--- src/hw/rtl/psa_pkg.sv ---
// Package for the pressure sample averager: widths, register codes and reset values.
// Used by the interfaces and by every module of the block but psa_ram; depends on nothing.
`timescale 1ns / 1ps

package psa_pkg;

    // Number of samples averaged; the design supports 2 to 64.
    localparam int WINDOW_SAMPLES = 8;

    // Field widths fixed by the interface.
    localparam int MV_W       = 12;
    localparam int SCALE_W    = 20;
    localparam int PRESSURE_W = 16;
    localparam int CFG_DATA_W = 20;
    localparam int REG_IDX_W  = 2;

    // Derived datapath widths.
    localparam int PROD_W  = MV_W + SCALE_W;
    localparam int DIFF_W  = PRESSURE_W + 3;
    localparam int POS_W   = $clog2(WINDOW_SAMPLES);
    localparam int COUNT_W = $clog2(WINDOW_SAMPLES + 1);
    localparam int SUM_W   = PRESSURE_W + POS_W;
    localparam int STEP_W  = $clog2(SUM_W);

    // Sample queue between the front and back ends.
    localparam int QUEUE_DEPTH = 2;
    localparam int QPTR_W      = $clog2(QUEUE_DEPTH);
    localparam int QCNT_W      = $clog2(QUEUE_DEPTH + 1);

    // Register reset values.
    localparam logic [SCALE_W-1:0]           SCALE_RESET     = SCALE_W'(59652);
    localparam logic signed [PRESSURE_W-1:0] INTERCEPT_RESET = PRESSURE_W'(114);
    localparam logic signed [PRESSURE_W-1:0] ZERO_RESET      = '0;

    // Saturation limits of a converted sample.
    localparam logic signed [DIFF_W-1:0] SAT_MAX = DIFF_W'(32767);
    localparam logic signed [DIFF_W-1:0] SAT_MIN = -DIFF_W'(32768);

    // Configuration register indexes.
    typedef enum logic [REG_IDX_W-1:0] {
        REG_SCALE     = 2'd0,
        REG_INTERCEPT = 2'd1,
        REG_ZERO      = 2'd2
    } reg_index_t;

endpackage

--- src/hw/rtl/psa_if.sv ---
// Handshake interfaces of the pressure sample averager: input, result and configuration.
// Depends on psa_pkg for field widths.
`timescale 1ns / 1ps

// Input word: one converter reading.
interface psa_in_if;
    logic                         valid;
    logic                         ready;
    logic [psa_pkg::MV_W-1:0]     raw_millivolts;

    modport source (output valid, output raw_millivolts, input ready);
    modport sink   (input valid, input raw_millivolts, output ready);
endinterface

// Result word: averaged pressure and window status.
interface psa_out_if;
    logic                                valid;
    logic                                ready;
    logic signed [psa_pkg::PRESSURE_W-1:0] filtered_pressure;
    logic                                window_full;

    modport source (output valid, output filtered_pressure, output window_full, input ready);
    modport sink   (input valid, input filtered_pressure, input window_full, output ready);
endinterface

// Configuration write word: register index and data.
interface psa_cfg_if;
    logic                            valid;
    logic                            ready;
    logic [psa_pkg::REG_IDX_W-1:0]   index;
    logic [psa_pkg::CFG_DATA_W-1:0]  data;

    modport source (output valid, output index, output data, input ready);
    modport sink   (input valid, input index, input data, output ready);
endinterface

--- src/hw/rtl/psa_ram.sv ---
// Generic single-write, single-read RAM with registered read data.
// Stands alone; used for the sample ring.
`timescale 1ns / 1ps

module psa_ram #(
    parameter int WIDTH = 16,
    parameter int DEPTH = 8
) (
    input  logic                     clk,
    input  logic                     we,
    input  logic [$clog2(DEPTH)-1:0] waddr,
    input  logic [WIDTH-1:0]         wdata,
    input  logic [$clog2(DEPTH)-1:0] raddr,
    output logic [WIDTH-1:0]         rdata
);

    logic [WIDTH-1:0] mem [DEPTH];

    // Write port and registered read port.
    always_ff @(posedge clk)
    begin
        if (we)
        begin
            mem[waddr] <= wdata;
        end
        rdata <= mem[raddr];
    end

endmodule

--- src/hw/rtl/psa_queue.sv ---
// Short sample queue that decouples the conversion front end from the averaging back end.
// Depends on psa_pkg for depth and widths.
`timescale 1ns / 1ps

module psa_queue (
    input  logic                                   clk,
    input  logic                                   rst_n,
    input  logic                                   push,
    input  logic signed [psa_pkg::PRESSURE_W-1:0]  push_sample,
    output logic                                   full,
    input  logic                                   pop,
    output logic signed [psa_pkg::PRESSURE_W-1:0]  head_sample,
    output logic                                   empty
);

    logic signed [psa_pkg::PRESSURE_W-1:0] entry_reg [psa_pkg::QUEUE_DEPTH];
    logic [psa_pkg::QPTR_W-1:0]            wr_ptr_reg;
    logic [psa_pkg::QPTR_W-1:0]            wr_ptr_next;
    logic [psa_pkg::QPTR_W-1:0]            rd_ptr_reg;
    logic [psa_pkg::QPTR_W-1:0]            rd_ptr_next;
    logic [psa_pkg::QCNT_W-1:0]            count_reg;
    logic [psa_pkg::QCNT_W-1:0]            count_next;

    assign full        = (count_reg == psa_pkg::QCNT_W'(psa_pkg::QUEUE_DEPTH));
    assign empty       = (count_reg == '0);
    assign head_sample = entry_reg[rd_ptr_reg];

    // Pointer and fill count update; the depth is a power of two so pointers wrap freely.
    always_comb
    begin
        wr_ptr_next = wr_ptr_reg;
        rd_ptr_next = rd_ptr_reg;
        count_next  = count_reg;
        if (push)
        begin
            wr_ptr_next = wr_ptr_reg + 1'b1;
        end
        if (pop)
        begin
            rd_ptr_next = rd_ptr_reg + 1'b1;
        end
        if (push && !pop)
        begin
            count_next = count_reg + 1'b1;
        end
        else if (pop && !push)
        begin
            count_next = count_reg - 1'b1;
        end
    end

    // Control state.
    always_ff @(posedge clk or negedge rst_n)
    begin
        if (!rst_n)
        begin
            wr_ptr_reg <= '0;
            rd_ptr_reg <= '0;
            count_reg  <= '0;
        end
        else
        begin
            wr_ptr_reg <= wr_ptr_next;
            rd_ptr_reg <= rd_ptr_next;
            count_reg  <= count_next;
        end
    end

    // Queue storage.
    always_ff @(posedge clk)
    begin
        if (push)
        begin
            entry_reg[wr_ptr_reg] <= push_sample;
        end
    end

endmodule

--- src/hw/rtl/psa_front.sv ---
// Front end: configuration registers, input acceptance and millivolt to Q8.8 kPa conversion.
// Depends on psa_pkg and the interfaces in psa_if.
`timescale 1ns / 1ps

module psa_front (
    input  logic                                   clk,
    input  logic                                   rst_n,
    psa_in_if.sink                                 samples,
    psa_cfg_if.sink                                cfg,
    output logic                                   push,
    output logic signed [psa_pkg::PRESSURE_W-1:0]  push_sample,
    input  logic                                   queue_full
);

    logic [psa_pkg::SCALE_W-1:0]           scale_reg;
    logic signed [psa_pkg::PRESSURE_W-1:0] intercept_reg;
    logic signed [psa_pkg::PRESSURE_W-1:0] zero_reg;

    logic                        prod_valid_reg;
    logic                        prod_valid_next;
    logic [psa_pkg::PROD_W-1:0]  prod_reg;
    logic                        accept;

    logic [psa_pkg::PRESSURE_W-1:0]    scaled;
    logic signed [psa_pkg::DIFF_W-1:0] diff;

    // Configuration writes are always taken; unknown indexes are dropped.
    assign cfg.ready = 1'b1;

    always_ff @(posedge clk or negedge rst_n)
    begin
        if (!rst_n)
        begin
            scale_reg     <= psa_pkg::SCALE_RESET;
            intercept_reg <= psa_pkg::INTERCEPT_RESET;
            zero_reg      <= psa_pkg::ZERO_RESET;
        end
        else if (cfg.valid)
        begin
            case (cfg.index)
                psa_pkg::REG_SCALE:
                begin
                    scale_reg <= cfg.data[psa_pkg::SCALE_W-1:0];
                end
                psa_pkg::REG_INTERCEPT:
                begin
                    intercept_reg <= $signed(cfg.data[psa_pkg::PRESSURE_W-1:0]);
                end
                psa_pkg::REG_ZERO:
                begin
                    zero_reg <= $signed(cfg.data[psa_pkg::PRESSURE_W-1:0]);
                end
                default:
                begin
                end
            endcase
        end
    end

    // The product stage frees up whenever its word moves into the queue.
    assign push          = prod_valid_reg && !queue_full;
    assign samples.ready = !prod_valid_reg || !queue_full;
    assign accept        = samples.valid && samples.ready;

    always_comb
    begin
        prod_valid_next = prod_valid_reg;
        if (accept)
        begin
            prod_valid_next = 1'b1;
        end
        else if (push)
        begin
            prod_valid_next = 1'b0;
        end
    end

    always_ff @(posedge clk or negedge rst_n)
    begin
        if (!rst_n)
        begin
            prod_valid_reg <= 1'b0;
        end
        else
        begin
            prod_valid_reg <= prod_valid_next;
        end
    end

    // Unsigned product of reading and scale, registered before the offset stage.
    always_ff @(posedge clk)
    begin
        if (accept)
        begin
            prod_reg <= {{psa_pkg::SCALE_W{1'b0}}, samples.raw_millivolts}
                      * {{psa_pkg::MV_W{1'b0}}, scale_reg};
        end
    end

    // Drop the 16 fraction bits, subtract intercept and zero, then saturate.
    assign scaled = prod_reg[psa_pkg::PROD_W-1:psa_pkg::PROD_W-psa_pkg::PRESSURE_W];
    assign diff   = $signed({3'b000, scaled})
                  - $signed({{3{intercept_reg[psa_pkg::PRESSURE_W-1]}}, intercept_reg})
                  - $signed({{3{zero_reg[psa_pkg::PRESSURE_W-1]}}, zero_reg});

    always_comb
    begin
        if (diff > psa_pkg::SAT_MAX)
        begin
            push_sample = psa_pkg::SAT_MAX[psa_pkg::PRESSURE_W-1:0];
        end
        else if (diff < psa_pkg::SAT_MIN)
        begin
            push_sample = psa_pkg::SAT_MIN[psa_pkg::PRESSURE_W-1:0];
        end
        else
        begin
            push_sample = diff[psa_pkg::PRESSURE_W-1:0];
        end
    end

endmodule

--- src/hw/rtl/psa_back.sv ---
// Back end: sample ring, running sum, bit-serial divide by the sample count and result register.
// Depends on psa_pkg, psa_ram and the result interface in psa_if.
`timescale 1ns / 1ps

module psa_back (
    input  logic                                   clk,
    input  logic                                   rst_n,
    input  logic                                   empty,
    input  logic signed [psa_pkg::PRESSURE_W-1:0]  head_sample,
    output logic                                   pop,
    psa_out_if.source                              averages
);

    typedef enum logic [1:0] {
        ST_IDLE,
        ST_UPDATE,
        ST_DIVIDE,
        ST_FINISH
    } state_t;

    state_t state_reg;
    state_t state_next;

    logic [psa_pkg::POS_W-1:0]              pos_reg;
    logic [psa_pkg::POS_W-1:0]              pos_next;
    logic                                   filled_reg;
    logic                                   filled_next;
    logic signed [psa_pkg::SUM_W-1:0]       sum_reg;
    logic signed [psa_pkg::SUM_W-1:0]       sum_next;
    logic signed [psa_pkg::PRESSURE_W-1:0]  sample_reg;
    logic signed [psa_pkg::PRESSURE_W-1:0]  sample_next;

    logic [psa_pkg::COUNT_W-1:0]  divisor_reg;
    logic [psa_pkg::COUNT_W-1:0]  divisor_next;
    logic [psa_pkg::COUNT_W-1:0]  rem_reg;
    logic [psa_pkg::COUNT_W-1:0]  rem_next;
    logic [psa_pkg::SUM_W-1:0]    quo_reg;
    logic [psa_pkg::SUM_W-1:0]    quo_next;
    logic [psa_pkg::STEP_W-1:0]   step_reg;
    logic [psa_pkg::STEP_W-1:0]   step_next;
    logic                         neg_reg;
    logic                         neg_next;

    logic                                   out_valid_reg;
    logic                                   out_valid_next;
    logic signed [psa_pkg::PRESSURE_W-1:0]  out_pressure_reg;
    logic signed [psa_pkg::PRESSURE_W-1:0]  out_pressure_next;
    logic                                   out_full_reg;
    logic                                   out_full_next;

    logic                                   ring_we;
    logic [psa_pkg::PRESSURE_W-1:0]         ring_rdata;
    logic signed [psa_pkg::SUM_W-1:0]       old_ext;
    logic signed [psa_pkg::SUM_W-1:0]       new_ext;
    logic signed [psa_pkg::SUM_W-1:0]       sum_upd;
    logic                                   last_pos;
    logic [psa_pkg::COUNT_W:0]              shifted;
    logic                                   fits;
    logic [psa_pkg::SUM_W-1:0]              quo_signed;

    // Sample ring; the entry at the write position is read ahead of its overwrite.
    psa_ram #(
        .WIDTH (psa_pkg::PRESSURE_W),
        .DEPTH (psa_pkg::WINDOW_SAMPLES)
    ) u_ring (
        .clk   (clk),
        .we    (ring_we),
        .waddr (pos_reg),
        .wdata (sample_reg),
        .raddr (pos_reg),
        .rdata (ring_rdata)
    );

    // Running sum update: drop the evicted entry once the ring is full, add the new one.
    assign old_ext  = filled_reg
                    ? {{psa_pkg::POS_W{ring_rdata[psa_pkg::PRESSURE_W-1]}}, ring_rdata}
                    : '0;
    assign new_ext  = {{psa_pkg::POS_W{sample_reg[psa_pkg::PRESSURE_W-1]}}, sample_reg};
    assign sum_upd  = sum_reg - old_ext + new_ext;
    assign last_pos = (pos_reg == psa_pkg::POS_W'(psa_pkg::WINDOW_SAMPLES - 1));
    assign ring_we  = (state_reg == ST_UPDATE);

    // One restoring divide step on the magnitude of the sum.
    assign shifted    = {rem_reg, quo_reg[psa_pkg::SUM_W-1]};
    assign fits       = (shifted >= {1'b0, divisor_reg});
    assign quo_signed = neg_reg ? (~quo_reg + 1'b1) : quo_reg;

    assign pop                        = (state_reg == ST_IDLE) && !empty;
    assign averages.valid             = out_valid_reg;
    assign averages.filtered_pressure = out_pressure_reg;
    assign averages.window_full       = out_full_reg;

    always_comb
    begin
        state_next        = state_reg;
        pos_next          = pos_reg;
        filled_next       = filled_reg;
        sum_next          = sum_reg;
        sample_next       = sample_reg;
        divisor_next      = divisor_reg;
        rem_next          = rem_reg;
        quo_next          = quo_reg;
        step_next         = step_reg;
        neg_next          = neg_reg;
        out_valid_next    = out_valid_reg;
        out_pressure_next = out_pressure_reg;
        out_full_next     = out_full_reg;

        // The result register empties as soon as the consumer takes the word.
        if (out_valid_reg && averages.ready)
        begin
            out_valid_next = 1'b0;
        end

        case (state_reg)
            ST_IDLE:
            begin
                if (!empty)
                begin
                    sample_next = head_sample;
                    state_next  = ST_UPDATE;
                end
            end
            ST_UPDATE:
            begin
                sum_next    = sum_upd;
                pos_next    = last_pos ? '0 : pos_reg + 1'b1;
                filled_next = filled_reg || last_pos;
                if (filled_reg || last_pos)
                begin
                    divisor_next = psa_pkg::COUNT_W'(psa_pkg::WINDOW_SAMPLES);
                end
                else
                begin
                    divisor_next = psa_pkg::COUNT_W'(pos_reg) + 1'b1;
                end
                neg_next   = sum_upd[psa_pkg::SUM_W-1];
                quo_next   = sum_upd[psa_pkg::SUM_W-1] ? (~sum_upd + 1'b1) : sum_upd;
                rem_next   = '0;
                step_next  = psa_pkg::STEP_W'(psa_pkg::SUM_W - 1);
                state_next = ST_DIVIDE;
            end
            ST_DIVIDE:
            begin
                rem_next  = fits ? shifted[psa_pkg::COUNT_W-1:0] - divisor_reg
                                 : shifted[psa_pkg::COUNT_W-1:0];
                quo_next  = {quo_reg[psa_pkg::SUM_W-2:0], fits};
                step_next = step_reg - 1'b1;
                if (step_reg == '0)
                begin
                    state_next = ST_FINISH;
                end
            end
            ST_FINISH:
            begin
                if (!out_valid_reg || averages.ready)
                begin
                    out_valid_next    = 1'b1;
                    out_pressure_next = quo_signed[psa_pkg::PRESSURE_W-1:0];
                    out_full_next     = filled_reg;
                    state_next        = ST_IDLE;
                end
            end
            default:
            begin
                state_next = ST_IDLE;
            end
        endcase
    end

    // State, window bookkeeping and result register.
    always_ff @(posedge clk or negedge rst_n)
    begin
        if (!rst_n)
        begin
            state_reg        <= ST_IDLE;
            pos_reg          <= '0;
            filled_reg       <= 1'b0;
            sum_reg          <= '0;
            out_valid_reg    <= 1'b0;
            out_pressure_reg <= '0;
            out_full_reg     <= 1'b0;
        end
        else
        begin
            state_reg        <= state_next;
            pos_reg          <= pos_next;
            filled_reg       <= filled_next;
            sum_reg          <= sum_next;
            out_valid_reg    <= out_valid_next;
            out_pressure_reg <= out_pressure_next;
            out_full_reg     <= out_full_next;
        end
    end

    // Divider and sample datapath.
    always_ff @(posedge clk)
    begin
        sample_reg  <= sample_next;
        divisor_reg <= divisor_next;
        rem_reg     <= rem_next;
        quo_reg     <= quo_next;
        step_reg    <= step_next;
        neg_reg     <= neg_next;
    end

endmodule

--- src/hw/rtl/pressure_sample_averager_unit.sv ---
// Pressure sample averager top level: front end, sample queue and back end.
// Depends on psa_pkg, psa_if, psa_front, psa_queue, psa_back and psa_ram.
//
// Each accepted millivolt reading is scaled to signed Q8.8 kPa, offset by the intercept and
// zero registers, saturated to 16 bits and averaged over the last WINDOW_SAMPLES samples
// (fewer until the window has filled); one result word follows every input word. The front
// end takes a reading in any cycle its product stage is free or passing its word on, and
// hands it through the registered product stage to a two-entry queue. The back end takes
// one sample at a time from the queue, through update, a one-bit-per-cycle restoring divide
// and a finish step that waits for the result register to be free. Configuration writes are
// taken every cycle and must only be issued while no word is in flight.
`timescale 1ns / 1ps

module pressure_sample_averager_unit (
    input  logic        clk,
    input  logic        rst_n,
    psa_in_if.sink      samples,
    psa_cfg_if.sink     cfg,
    psa_out_if.source   averages
);

    logic                                   push;
    logic signed [psa_pkg::PRESSURE_W-1:0]  push_sample;
    logic                                   queue_full;
    logic                                   pop;
    logic signed [psa_pkg::PRESSURE_W-1:0]  head_sample;
    logic                                   queue_empty;

    // Conversion and register file.
    psa_front u_front (
        .clk         (clk),
        .rst_n       (rst_n),
        .samples     (samples),
        .cfg         (cfg),
        .push        (push),
        .push_sample (push_sample),
        .queue_full  (queue_full)
    );

    // Decoupling queue of converted samples.
    psa_queue u_queue (
        .clk         (clk),
        .rst_n       (rst_n),
        .push        (push),
        .push_sample (push_sample),
        .full        (queue_full),
        .pop         (pop),
        .head_sample (head_sample),
        .empty       (queue_empty)
    );

    // Window, sum and averaging divide.
    psa_back u_back (
        .clk         (clk),
        .rst_n       (rst_n),
        .empty       (queue_empty),
        .head_sample (head_sample),
        .pop         (pop),
        .averages    (averages)
    );

endmodule

--- src/flat_wrapper.sv ---
// flat-port wrapper written by rule: the top's interface ports become plain ports
module pressure_sample_averager_unit_flat 
  (clk, rst_n, samples_valid, samples_raw_millivolts, samples_ready, cfg_valid, cfg_index, cfg_data, cfg_ready, averages_valid, averages_filtered_pressure, averages_window_full, averages_ready);
  psa_in_if samples_i ();
  psa_cfg_if cfg_i ();
  psa_out_if averages_i ();
  input  logic clk;
  input  logic rst_n;
  input wire logic [$bits(samples_i.valid)-1:0] samples_valid;
  input wire logic [$bits(samples_i.raw_millivolts)-1:0] samples_raw_millivolts;
  output wire logic [$bits(samples_i.ready)-1:0] samples_ready;
  input wire logic [$bits(cfg_i.valid)-1:0] cfg_valid;
  input wire logic [$bits(cfg_i.index)-1:0] cfg_index;
  input wire logic [$bits(cfg_i.data)-1:0] cfg_data;
  output wire logic [$bits(cfg_i.ready)-1:0] cfg_ready;
  output wire logic [$bits(averages_i.valid)-1:0] averages_valid;
  output wire logic [$bits(averages_i.filtered_pressure)-1:0] averages_filtered_pressure;
  output wire logic [$bits(averages_i.window_full)-1:0] averages_window_full;
  input wire logic [$bits(averages_i.ready)-1:0] averages_ready;
  assign samples_i.valid = samples_valid;
  assign samples_i.raw_millivolts = samples_raw_millivolts;
  assign samples_ready = samples_i.ready;
  assign cfg_i.valid = cfg_valid;
  assign cfg_i.index = cfg_index;
  assign cfg_i.data = cfg_data;
  assign cfg_ready = cfg_i.ready;
  assign averages_valid = averages_i.valid;
  assign averages_filtered_pressure = averages_i.filtered_pressure;
  assign averages_window_full = averages_i.window_full;
  assign averages_i.ready = averages_ready;
  pressure_sample_averager_unit u_core (.clk(clk), .rst_n(rst_n), .samples(samples_i), .cfg(cfg_i), .averages(averages_i));
endmodule
--- config.mk ---
export PLATFORM = sky130hd
export DESIGN_NAME = pressure_sample_averager_unit_flat
export DESIGN_NICKNAME = d
export VERILOG_FILES = /design/src/hw/rtl/psa_pkg.sv /design/src/hw/rtl/psa_if.sv /design/src/hw/rtl/psa_ram.sv /design/src/hw/rtl/psa_queue.sv /design/src/hw/rtl/psa_front.sv /design/src/hw/rtl/psa_back.sv /design/src/hw/rtl/pressure_sample_averager_unit.sv /design/src/flat_wrapper.sv
export SDC_FILE = /design/constraint.sdc
export NUM_CORES = 1
export LEC_CHECK = 0
export BUFFER_PORTS_ARGS = -buffer_cell sky130_fd_sc_hd__buf_2
export CORE_MARGIN = 2
export CORE_UTILIZATION = 60
export CTS_CLUSTER_SIZE = 30
export DETAILED_ROUTE_END_ITERATION = 6
export MAX_ROUTING_LAYER = met4
export PLACE_DENSITY_LB_ADDON = 0.2
export SYNTH_ARGS = -nofsm -noshare
export SYNTH_HDL_FRONTEND = slang
export SYNTH_SLANG_ARGS = --single-unit
--- constraint.sdc ---
create_clock -name clk -period 10.28 [get_ports clk]
set_clock_uncertainty 0.15 [all_clocks]
set_input_delay 2.056 -clock clk [delete_from_list [all_inputs] [get_ports clk]]
set_output_delay 2.056 -clock clk [all_outputs]
set_load 0.05 [all_outputs]
Word-level counts from Yosys, hierarchy flattened
Memories as Yosys holds them, arrays and structs flattened. A register that Yosys moved wholly into a read port is not among the register bits.
Index checks and enable logic that the tools add are counted.

storage, ports and cells
  memories = 2
  memory bits (read-only) = 0
  RAM bits = 160
  bits in latches = 0
  logic and storage cells = 106
  bits in registers = 165

operators by class
  shift-type cells = 0
  magnitude comparators = 3
  add/sub/neg operators = 14
  multipliers = 1
  muxes and demuxes = 25
  reductions and logical operators = 28
  divide/modulo/power cells = 0
  equality and inequality tests = 10
  bitwise operators = 3

memories
  memory                    words  width  read ports  clocked after Yosys merged registers in  write ports  line             source
  u_core.u_back.u_ring.mem  8      16     1           1                                        1            psa_ram.sv:17    logic [WIDTH-1:0] mem [DEPTH];
  u_core.u_queue.entry_reg  2      16     1           1                                        1            psa_queue.sv:16  logic signed [psa_pkg::PRESSURE_W-1:0] entry_reg [psa_pkg::QUEUE_DEPTH];

operator list
  operator                                                      number
  2-to-1 mux 16 bit                                             3
  2-to-1 mux 19 bit                                             2
  case mux 19 bit (2 select lines)                              1
  multiplier 12 x 20 -> 32 bit                                  1
  adder 19 x 1 -> 19 bit, second input constant                 1
  adder 19 x 16 -> 19 bit                                       1
  > comparator 19 x 16 -> 1 bit, second input constant          1
  less-than comparator 19 x 16 -> 1 bit, second input constant  1
  inverter 19 bit                                               1
  subtractor 18 x 16 -> 19 bit                                  1
  subtractor 19 bit                                             1
  subtractor 17 x 16 -> 18 bit                                  1
  adder 16 x 1 -> 16 bit, second input constant                 1
  inverter 16 bit                                               1
  2-to-1 mux 2 bit                                              5
  case mux 5 bit (2 select lines)                               1
  AND reduction 2 bit                                           5
  2-to-1 mux 1 bit                                              9
  == test 2 bit, second input constant                          4
  case mux 2 bit (4 select lines)                               1
  case mux 4 bit (2 select lines)                               1
  logical AND 1 bit                                             6
  logical NOT 1 bit                                             6
  logical NOT 2 bit                                             3
  18 further kinds                                              26

Depth between registers and ports, before layout
Gate-level depths: netlist of the first run.

  word-level depth = 7
  gate-level depth with buffers = 22
  mapped depth without buffers = 21

By module
Synthesis of the first run repeated with hierarchy kept, for this count alone.

unflattened totals
  cells, all modules = 2067
  area total of the unflattened synthesis = 23993.0 µm²

modules (own cells, without submodules)
  module     cells an instance  instances  seq. area each (µm²)  area an instance (µm²)
  psa_front  1153               1          1819.2                11115.7
  psa_back   634                1          2547.4                6190.9
  psa_ram    214                1          4164.0                5293.8
  psa_queue  66                 1          1061.0                1392.6

Worst setup path after synthesis of the first run
OpenSTA, ideal clock, no wires.

  kind = input -> register
  from = input port samples_raw_millivolts[5]
  to = register u_core.u_front.prod_reg[31] (netlist name) (data pin)
  required time = 9870 ps
  slack = 2960 ps
  cell stages on the path = 20
  setup time = 260 ps
  arrival time = 6910 ps
  buffers on the path = 1
  path through = clkbuf_1 -> nand2_1 -> fa_1 -> fa_1 -> fa_1 -> inv_1 -> fa_1 -> inv_1 -> fa_1 -> inv_1 -> ha_1 -> nand3_1 -> a21oi_1 -> a221oi_1 -> o211a_1 -> o41ai_2 -> o21ai_1 -> o21bai_1 -> a21oi_1 -> xnor2_1

between the ends
  word-level cells in the longest chain between the ends = 1

ends and longest elaborated chain
  element                       line                source
  start: declaration            flat_wrapper.sv:10  input wire logic [$bits(samples_i.raw_millivolts)-1:0] samples_raw_millivolts;
  multiplier 12 x 20 -> 32 bit  psa_front.sv:96     * {{psa_pkg::MV_W{1'b0}}, scale_reg};
  end signal: assignment        psa_front.sv:95     prod_reg <= {{psa_pkg::SCALE_W{1'b0}}, samples.raw_millivolts}
  end: declaration              psa_front.sv:21     logic [psa_pkg::PROD_W-1:0] prod_reg;

Every way passes these cells.
A chain may end at the register's enable or synchronous reset.

Final worst setup path of the first run
Ends and elaborated chain as after synthesis.

==> flow_summary.ini, run 1 <==
[run_status]
outcome = complete, no violations

[finish]
fillers = 2870
drive_above_1_share = 0.127
antennaDiodeCount = 0
largest_reg_flops = 128
nets = 2482
areaGrowthSynthToFinish_pct = 8.51

[timing]
period_share = 0.719
setup_viol = 0
relSlewSlack = 0.211
min_period_ns = 7.39
rsz0062_at_grt = false
drv_slew = 0
hold_viol = 0
tns_ns = 0
max_freq_ghz = 0.135
worstMarginPinSlew_ns = 1.18

[die]
die_h_um = 202
die_x_um = 202
core_um2 = 38600
start_util = 0.607
rows = 72
die_area_um2 = 40700
io_pins = 59

[routing]
drtIter0Drc = 929
dr_total_vias = 14900
firstDrtPassIters = 6
drc = 0
wl_per_cell_um = 18.4
routed_via_density = 5.61
ant_nets = 0
routed_wl_mm = 48.8

[logic_synthesis]
synthFlopType = edfxtp_1
synth_top_area_cell = edfxtp_1
avgSynthCellArea_um2 = 11.3
ys_warn_count = 0
ys_ff_latch = 341
async_flop_share = 0.293
netlist_instances = 2079
synth_top_cells_by_area = edfxtp_1, fa_1, dfrtp_1, ha_1, inv_1
ys_types = 75
synth_area_um2 = 23500
synth_edf_count = 225
syn-num-nets = 2454
yosysSeqAreaShare = 0.409
synth_top_area_share = 0.288

[clock_tree]
clockBufferDepth = 3
cts_buffers = 37
cts_sinks = 341
post-cts-setup-buffer-count = 0
cts_max_level = 2
clkTransAtPathRegs_ns = 0.06
ctsHoldBuffers = 0
cts_tree = yes
worst_skew_pair.late_latency_ns = 0.58
cts_root_buf = clkbuf_16
cts_resized = 0

[setup_path]
worstRegToRegCells = 19
worst_setup_path_end_kind = register
worstPathArrival_ns = 7.55
path_max_fanout = 20
worstSetupPathType = primary input to register
critPathRequiredTime_ns = 10.43
start_kind = primary input

[min_path]
worstHoldPathType = register to register
hold_depth = 2

[global_route]
grt_pass1_vias = 15800
grt_use_total = 0.261
grt_start_max_net_pins = 68
grt-ovfl-total = 0
grt_pass1_wl_mm = 80.8
antenna_found_initial = 0

[job]
cap_violations = 0

[place]
port_buffers = 57
hpwl_mm = 35.9
gp_congestion = 0.897
[layout by cell type, fill, tap and decap left out, types with 7 or more instances in the layout]
cell type | Yosys | layout
xor2_1 | 33 | 33
o21ai_1 | 16 | 16
clkbuf_1 | 72 | 7
nand2_1 | 293 | 293
inv_1 | 337 | 337
ha_1 | 121 | 121
and2_1 | 90 | 90
mux2_2 | 79 | 79
nand2b_1 | 17 | 17
mux4_2 | 32 | 32
nor3_1 | 30 | 28
edfxtp_1 | 225 | 225
fa_1 | 215 | 215
mux2i_1 | 9 | 9
dfstp_2 | 10 | 10
xnor2_1 | 40 | 40
a21oi_1 | 45 | 45
nand4_1 | 9 | 9
clkbuf_16 | 0 | 37
buf_2 | 3 | 56
a21o_1 | 16 | 16
nor2b_1 | 9 | 9
nor2_1 | 53 | 53
o21ai_0 | 64 | 64
nand3_1 | 22 | 22
dfrtp_1 | 90 | 89
dfxtp_1 | 16 | 16
buf_4 | 1 | 16
o211ai_1 | 7 | 7
a211o_1 | 9 | 9
a211oi_1 | 10 | 10
o31ai_1 | 10 | 10
o21a_1 | 9 | 9
[worst paths after layout]
path / from / endpoint / slack (ns)
worst max-delay path: samples_raw_millivolts[5] / u_core.u_front.prod_reg[31] / 2.89
worst min-delay path: u_core.u_back.averages.filtered_pressure[13] / u_core.u_back.averages.filtered_pressure[13] / 0.32
worst max register to register: u_core.u_front.scale_reg[6] / u_core.u_front.prod_reg[31] / 3.98
worst min register to register: u_core.u_back.averages.filtered_pressure[13] / u_core.u_back.averages.filtered_pressure[13] / 0.32
max in group asynchronous: rst_n / u_core.u_front.scale_reg[17] / 7.37
min in group asynchronous: rst_n / u_core.u_back.pos_reg[0] / 1.28
[per-stage QoR]
stage          std cells  hold slack (ns)  worst slack [ns]  area [um^2]  utilization
2_1_floorplan       2079            0.311              2.96        23500            -
3_3_place_gp        2586            0.309              2.50        24200        0.627
3_5_place_dp        2586            0.317              2.37        24200        0.627
4_1_cts             2654            0.330              2.97        25500        0.659
5_1_grt             2654            0.359              2.63        25500        0.659
6_report            2654            0.321              2.89        25500        0.659
[layout make-up]
class                           count  area, um^2  area share
Timing Repair Buffer               72         400      0.0157
Multi-Input combinational cell   1316       12300       0.483
Sequential cell                   341        9590       0.377
Clock buffer                       50        1030      0.0406
Clock inverter                     18         213     0.00835
Tap cell                          518         648      0.0254
Inverter                          339        1270      0.0500
[metal layers]
| layer | vias to the layer above | part of all wire | track usage |
|---|---|---|---|
| met1 | 7512 | 0.40 | 0.325 |
| li1 | 6903 | - | - |
| met2 | 369 | 0.51 | 0.441 |
| met3 | 97 | 0.057 | 0.0439 |
| met4 | 0 | 0.030 | 0.0775 |
| met5 | - | 0 | - |
[kinds of logic after synthesis]
family | share of synthesized area
compound gates | 0.0607
simple gates | 0.114
other cells | 0.000160
mux | 0.0734
fa+ha+maj | 0.248
xor+xnor | 0.0272
flops | 0.409
buf+inv | 0.0681
[critical path, stage by stage]
cell and delay, ns:
buf_2 0.32, nand2_1 0.14, fa_1 0.58, fa_1 0.45, fa_1 0.51, inv_1 0.06
fa_1 0.53, inv_1 0.06, fa_1 0.52, inv_1 0.04, ha_1 0.29, nand3_1 0.07
a21oi_1 0.11, a221oi_1 0.13, o211a_1 0.34, o41ai_2 0.63, o21ai_1 0.20, o21bai_1 0.25
a21oi_1 0.13, xnor2_1 0.13
[synthesized netlist by cell type, types with 22 or more instances]
cell type	number
edfxtp_1	225
nor2_1	53
dfrtp_1	90
mux2_2	79
nand3_1	22
mux4_2	32
clkbuf_1	72
inv_1	337
nor3_1	30
xor2_1	33
nand2_1	293
and2_1	90
a21oi_1	45
o21ai_0	64
ha_1	121
xnor2_1	40
fa_1	215
Power of run 1 is not shown: default switching activity piles up to over one toggle a cycle in this logic, so the estimate is an artifact.
==> run 2, diff against run 1 <==
ABC_AREA = 1   (was default)
CORE_UTILIZATION = 58   (was 60)
clock period = 6.4 ns   (was 10.28 ns; I/O delays follow)
==> run 2 against run 1 <==
Via count up 21%. Setup slack worse by 2.4 ns. Register-to-register slack lost 3.3 ns. Flip-flop and latch count unchanged. Utilization shrank 2.0 points. Final area grew 5.0%. Global-route usage grew 2.4 points. Die area up 7.8%. First-iteration DRC count increased by 37%.
==> flow_summary.ini, run 2 <==
[clock_tree]
ctsHoldBuffers = 0
clkTransAtPathRegs_ns = 0.06
cts_max_level = 2
cts_sinks = 341
post-cts-setup-buffer-count = 0
cts_resized = 0
worst_skew_pair.late_latency_ns = 0.57
clockBufferDepth = 3
cts_tree = yes
cts_root_buf = clkbuf_16
cts_buffers = 36

[setup_path]
worstSetupPathType = primary input to register
worstRegToRegCells = 21
start_kind = primary input
path_max_fanout = 8
critPathMostFrequentCell = fa_1
cp-startpoint = samples_raw_millivolts[3]
worstPathArrival_ns = 6.04
endpoint = u_core.u_front.prod_reg[31]
crit_family = adder cells
critPathRequiredTime_ns = 6.56
cp.depth = 20
worst_setup_path_end_kind = register
rrSetupSlack_ns = 0.67
timing.critical_path.buf_inv = 5
r2r-start = u_core.u_front.scale_reg[9]
crit_chain = buf_2 -> nand2_1 -> fa_1 -> fa_1 -> inv_1 -> fa_1 -> fa_1 -> inv_1 -> fa_1 -> inv_1 -> ha_1 -> a21oi_1 -> o21ai_0 -> a21oi_1 -> nor2_1 -> a2111oi_0 -> buf_4 -> nand2_1 -> nand2_1 -> nand2_1
r2r_end = u_core.u_front.prod_reg[31]
cp_slowest_cell = fa_1
max_stage_delay_ns = 0.55

[die]
core_um2 = 41900
start_util = 0.585
die_area_um2 = 43900
rows = 75
die_x_um = 210
die_h_um = 210
io_pins = 59

[job]
cap_violations = 0

[logic_synthesis]
synthFlopType = edfxtp_1
avgSynthCellArea_um2 = 8.80
async_flop_share = 0.293
synth_top_family_by_area = adder cells
synth_top_cells_by_area = edfxtp_1, fa_1, nand2_1, dfrtp_1, inv_1
synth.most_common_cell = nand2_1
synth_top_area_share = 0.276
synth-simple-area-share = 0.174
synth_xor_area_frac = 0.0214
netlist_instances = 2785
yosysSeqAreaShare = 0.391
synth_edf_count = 225
synth_top_area_cell = edfxtp_1
ys_ff_latch = 341
syn-num-nets = 3160
muxShareOfSynthArea = 0.00184
synth_fa_ha_area_frac = 0.237
synth_area_um2 = 24500
synth_common_cells = nand2_1, inv_1, edfxtp_1, nor2_1, fa_1
ys_types = 53
ys_warn_count = 0
synth_compound_area_frac = 0.0723

[global_route]
grt-ovfl-total = 0
grt_use_total = 0.285
antenna_found_initial = 2
grt_pass1_wl_mm = 95.4
grt_pass1_vias = 18500
grt_start_max_net_pins = 69

[timing]
setup_viol = 0
min_period_ns = 5.88
rsz0062_at_grt = false
drv_slew = 0
period_share = 0.918
relSlewSlack = 0.202
max_freq_ghz = 0.170
hold_viol = 0
worstMarginPinSlew_ns = 1.20

[finish]
largest_reg_flops = 128
drive_above_1_share = 0.0707
layout_common_cells = nand2_1, inv_1, edfxtp_1, nor2_1, fa_1
final_cells = 3413
post-route-util = 0.639
nets = 3219
final_common_cell = nand2_1
areaGrowthSynthToFinish_pct = 9.08
fin_area_um2 = 26700

[routing]
ant_nets = 0
wl_per_cell_um = 17.0
routed_via_density = 5.29
firstDrtPassIters = 6
drc = 0
drtIter0Drc = 1274
routed_wl_mm = 58.0
dr_total_vias = 18100

[place]
port_buffers = 57
gp_congestion = 0.916
placed_cell_area_um2 = 25500
hpwl_mm = 44.8
post-place-cells = 3345

[min_path]
worstHoldPathType = register to register

[run_status]
outcome = complete, no violations
==> run 2: cell count changes in the layout (fill, tap and decap cells not counted), sizes merged, moves of 32 or more <==
| cell | delta |
|---|---|
| and2 | -90 |
| buf | +41 |
| inv | +213 |
| mux2 | -75 |
| mux4 | -32 |
| nand2 | +436 |
| nand3 | +51 |
| nor2 | +168 |
| o21ai | +125 |
==> run 2: worst min-delay path, cell delays in order (launching register included) <==
cell and delay (ns):
edfxtp_1 0.31, o21ai_0 0.06, o2111ai_1 0.06
==> run 2: metal layers <==
| metal | GRT usage | vias to the layer above | wire length [um] |
|---|---|---|---|
| met4 | 0.0834 | 0 | 1630 |
| met3 | 0.0401 | 109 | 2860 |
| met2 | 0.485 | 458 | 29100 |
| li1 | - | 8760 | - |
| met5 | - | - | 0 |
| met1 | 0.358 | 8737 | 24400 |
==> run 2: cell families after synthesis <==
| logic type | after synthesis |
|---|---|
| AOI/OAI and AO/OA | 321 |
| adders and majority gates | 336 |
| xor gates and xnor gates | 59 |
| other | 1 |
| buffers and inverters | 651 |
| DFF | 341 |
| muxes | 4 |
| and+or+nand+nor | 1072 |
==> run 2: layout make-up <==
class                   count  area (um^2)
diodes                      2         5.00
multi-input cells        1793        12400
clock inverters            11          180
fillers                  3543        15100
well taps                 539          674
inverters                 559         2100
repair buffers            113          708
flip-flops and latches    341         9590
clock buffers              55         1030
==> run 2: worst min-delay path by stage <==
| stage | start | end | slack (ns) | depth (start not counted) |
|---|---|---|---|---|
| floorplan | u_core.u_back.u_ring.mem[4][0] | u_core.u_back.u_ring.rdata[0] | 0.30 | 2 |
| global placement | u_core.u_back.u_ring.mem[4][4] | u_core.u_back.u_ring.rdata[4] | 0.31 | 2 |
| detailed placement | u_core.u_back.u_ring.mem[4][4] | u_core.u_back.u_ring.rdata[4] | 0.32 | 2 |
| CTS | u_core.u_back.u_ring.mem[4][4] | u_core.u_back.u_ring.rdata[4] | 0.33 | 2 |
| global route | u_core.u_back.averages.filtered_pressure[11] | u_core.u_back.averages.filtered_pressure[11] | 0.34 | 2 |
| finish | u_core.u_back.u_ring.mem[4][4] | u_core.u_back.u_ring.rdata[4] | 0.32 | 2 |
==> run 2: metrics by stage <==
stage / hold WS (ns) / worst slack [ns] / TNS (ns)
5_1_grt: 0.344 / 0.164 / 0
3_3_place_gp: 0.312 / 0.00406 / 0
6_report: 0.323 / 0.524 / 0
3_5_place_dp: 0.315 / -0.0289 / -0.0571
4_1_cts: 0.328 / 0.562 / 0
2_1_floorplan: 0.296 / 0.264 / 0
Power of run 2 is left out for the same reason.
==> run 3, diff against run 2 <==
MAX_ROUTING_LAYER = default   (was met4)
==> run 3 against run 2 <==
Global-route usage decreased by 1.4 points. Worst hold slack better by 0.0030 ns. Setup slack got worse by 0.25 ns. Critical path type unchanged. Critical endpoint unchanged. Largest cell class unchanged. Highest routed layer unchanged.
==> flow_summary.ini, run 3 (synthesized netlist as in run 2, its figures left out) <==
[run_status]
outcome = complete, no violations

[timing]
max_freq_ghz = 0.163
relSlewSlack = 0.189
drv_slew = 0
worstMarginPinSlew_ns = 1.22
setup_slack_ns = 0.276
rsz0062_at_grt = false
period_share = 0.957
setup_viol = 0
hold_viol = 0
min_period_ns = 6.12
fin_hold_ws_ns = 0.326

[min_path]
worstHoldPathType = register to register
min_from = u_core.u_back.averages.filtered_pressure[0]

[finish]
drive_above_1_share = 0.0700
fillers = 3486
areaGrowthSynthToFinish_pct = 9.30
layout_common_cells = nand2_1, inv_1, edfxtp_1, nor2_1, fa_1
fin_area_um2 = 26800
final_common_cell = nand2_1
largest_reg_flops = 128
nets = 3215

[global_route]
grt_pass1_vias = 18600
grt_pass1_wl_mm = 94.1
antenna_found_initial = 2
grt_start_max_net_pins = 69
grt_use_total = 0.271
grt-ovfl-total = 0

[setup_path]
r2r-start = u_core.u_front.scale_reg[12]
worstPathArrival_ns = 6.28
critPathRequiredTime_ns = 6.56
worstSetupPathType = primary input to register
start_kind = primary input
path_max_fanout = 12
cp-startpoint = samples_raw_millivolts[8]
worst_setup_path_end_kind = register

[die]
die_area_um2 = 43900
rows = 75
die_x_um = 210
start_util = 0.585
core_um2 = 41900
die_h_um = 210
io_pins = 59

[place]
placed_cell_area_um2 = 25500
port_buffers = 57
gp_congestion = 0.931
hpwl_mm = 43.6
place_ws_ns = -0.120

[clock_tree]
cts_sinks = 341
post-cts-setup-buffer-count = 0
worst_skew_pair.late_latency_ns = 0.57
cts_resized = 0
cts_max_level = 2
cts_tree = yes
clkTransAtPathRegs_ns = 0.06
cts_root_buf = clkbuf_16
ctsHoldBuffers = 0
cts_buffers = 38
clockBufferDepth = 3

[routing]
firstDrtPassIters = 7
routed_wl_mm = 57.2
dr_total_vias = 18200
routed_via_density = 5.34
wl_per_cell_um = 16.8
drtIter0Drc = 1312
drc = 0
ant_nets = 0

[job]
cap_violations = 0
## run 3: worst paths after layout
path	endpoint	slack [ns]	cells after the start
hold / removal	u_core.u_back.averages.filtered_pressure[0]	0.33	2
min in group asynchronous	u_core.u_back.pos_reg[1]	0.50	1
hold reg to reg	u_core.u_back.averages.filtered_pressure[0]	0.33	2
max in group asynchronous	u_core.u_front.scale_reg[0]	4.34	2
setup reg to reg	u_core.u_front.prod_reg[31]	0.29	19
setup / recovery	u_core.u_front.prod_reg[31]	0.28	20
## run 3: worst max-delay path, cell delays in order
cell and delay [ns]:
buf_2 0.24, nand2_1 0.14, fa_1 0.54, inv_1 0.06
fa_1 0.58, fa_1 0.43, fa_1 0.49, inv_1 0.06
fa_1 0.56, inv_1 0.05, ha_1 0.31, a21oi_1 0.19
o21ai_0 0.19, a21oi_1 0.24, nor2_1 0.06, a2111oi_0 0.47
buf_4 0.22, nand2_1 0.05, nand2_1 0.06, nand2_1 0.05
## run 3: metal layers
metal  GRT usage  up-vias  share of wire
li1            -     8742              -
met1       0.350     8791           0.41
met2       0.473      556           0.50
met3      0.0340      137          0.055
met4      0.0973        0          0.035
met5           0        -              0
## run 3: final cells by class
class,count,area [um^2],area share
Antenna cell,1,2.50,0.0000934
Inverter,559,2100,0.0784
Sequential cell,341,9590,0.358
Clock inverter,19,264,0.00986
Multi-Input combinational cell,1793,12400,0.464
Clock buffer,51,1050,0.0392
Tap cell,539,674,0.0252
Timing Repair Buffer,107,663,0.0248
## run 3: stage by stage
| stage | utilization | setup TNS (ns) | instances |
|---|---|---|---|
| after detailed placement | 0.608 | -0.120 | 3339 |
| after CTS | 0.640 | 0 | 3409 |
| after global placement | 0.608 | 0 | 3339 |
| after floorplan | - | 0 | 2785 |
| after global routing | 0.640 | 0 | 3409 |
| final | 0.640 | 0 | 3410 |
Power of run 3 is left out for the same reason.
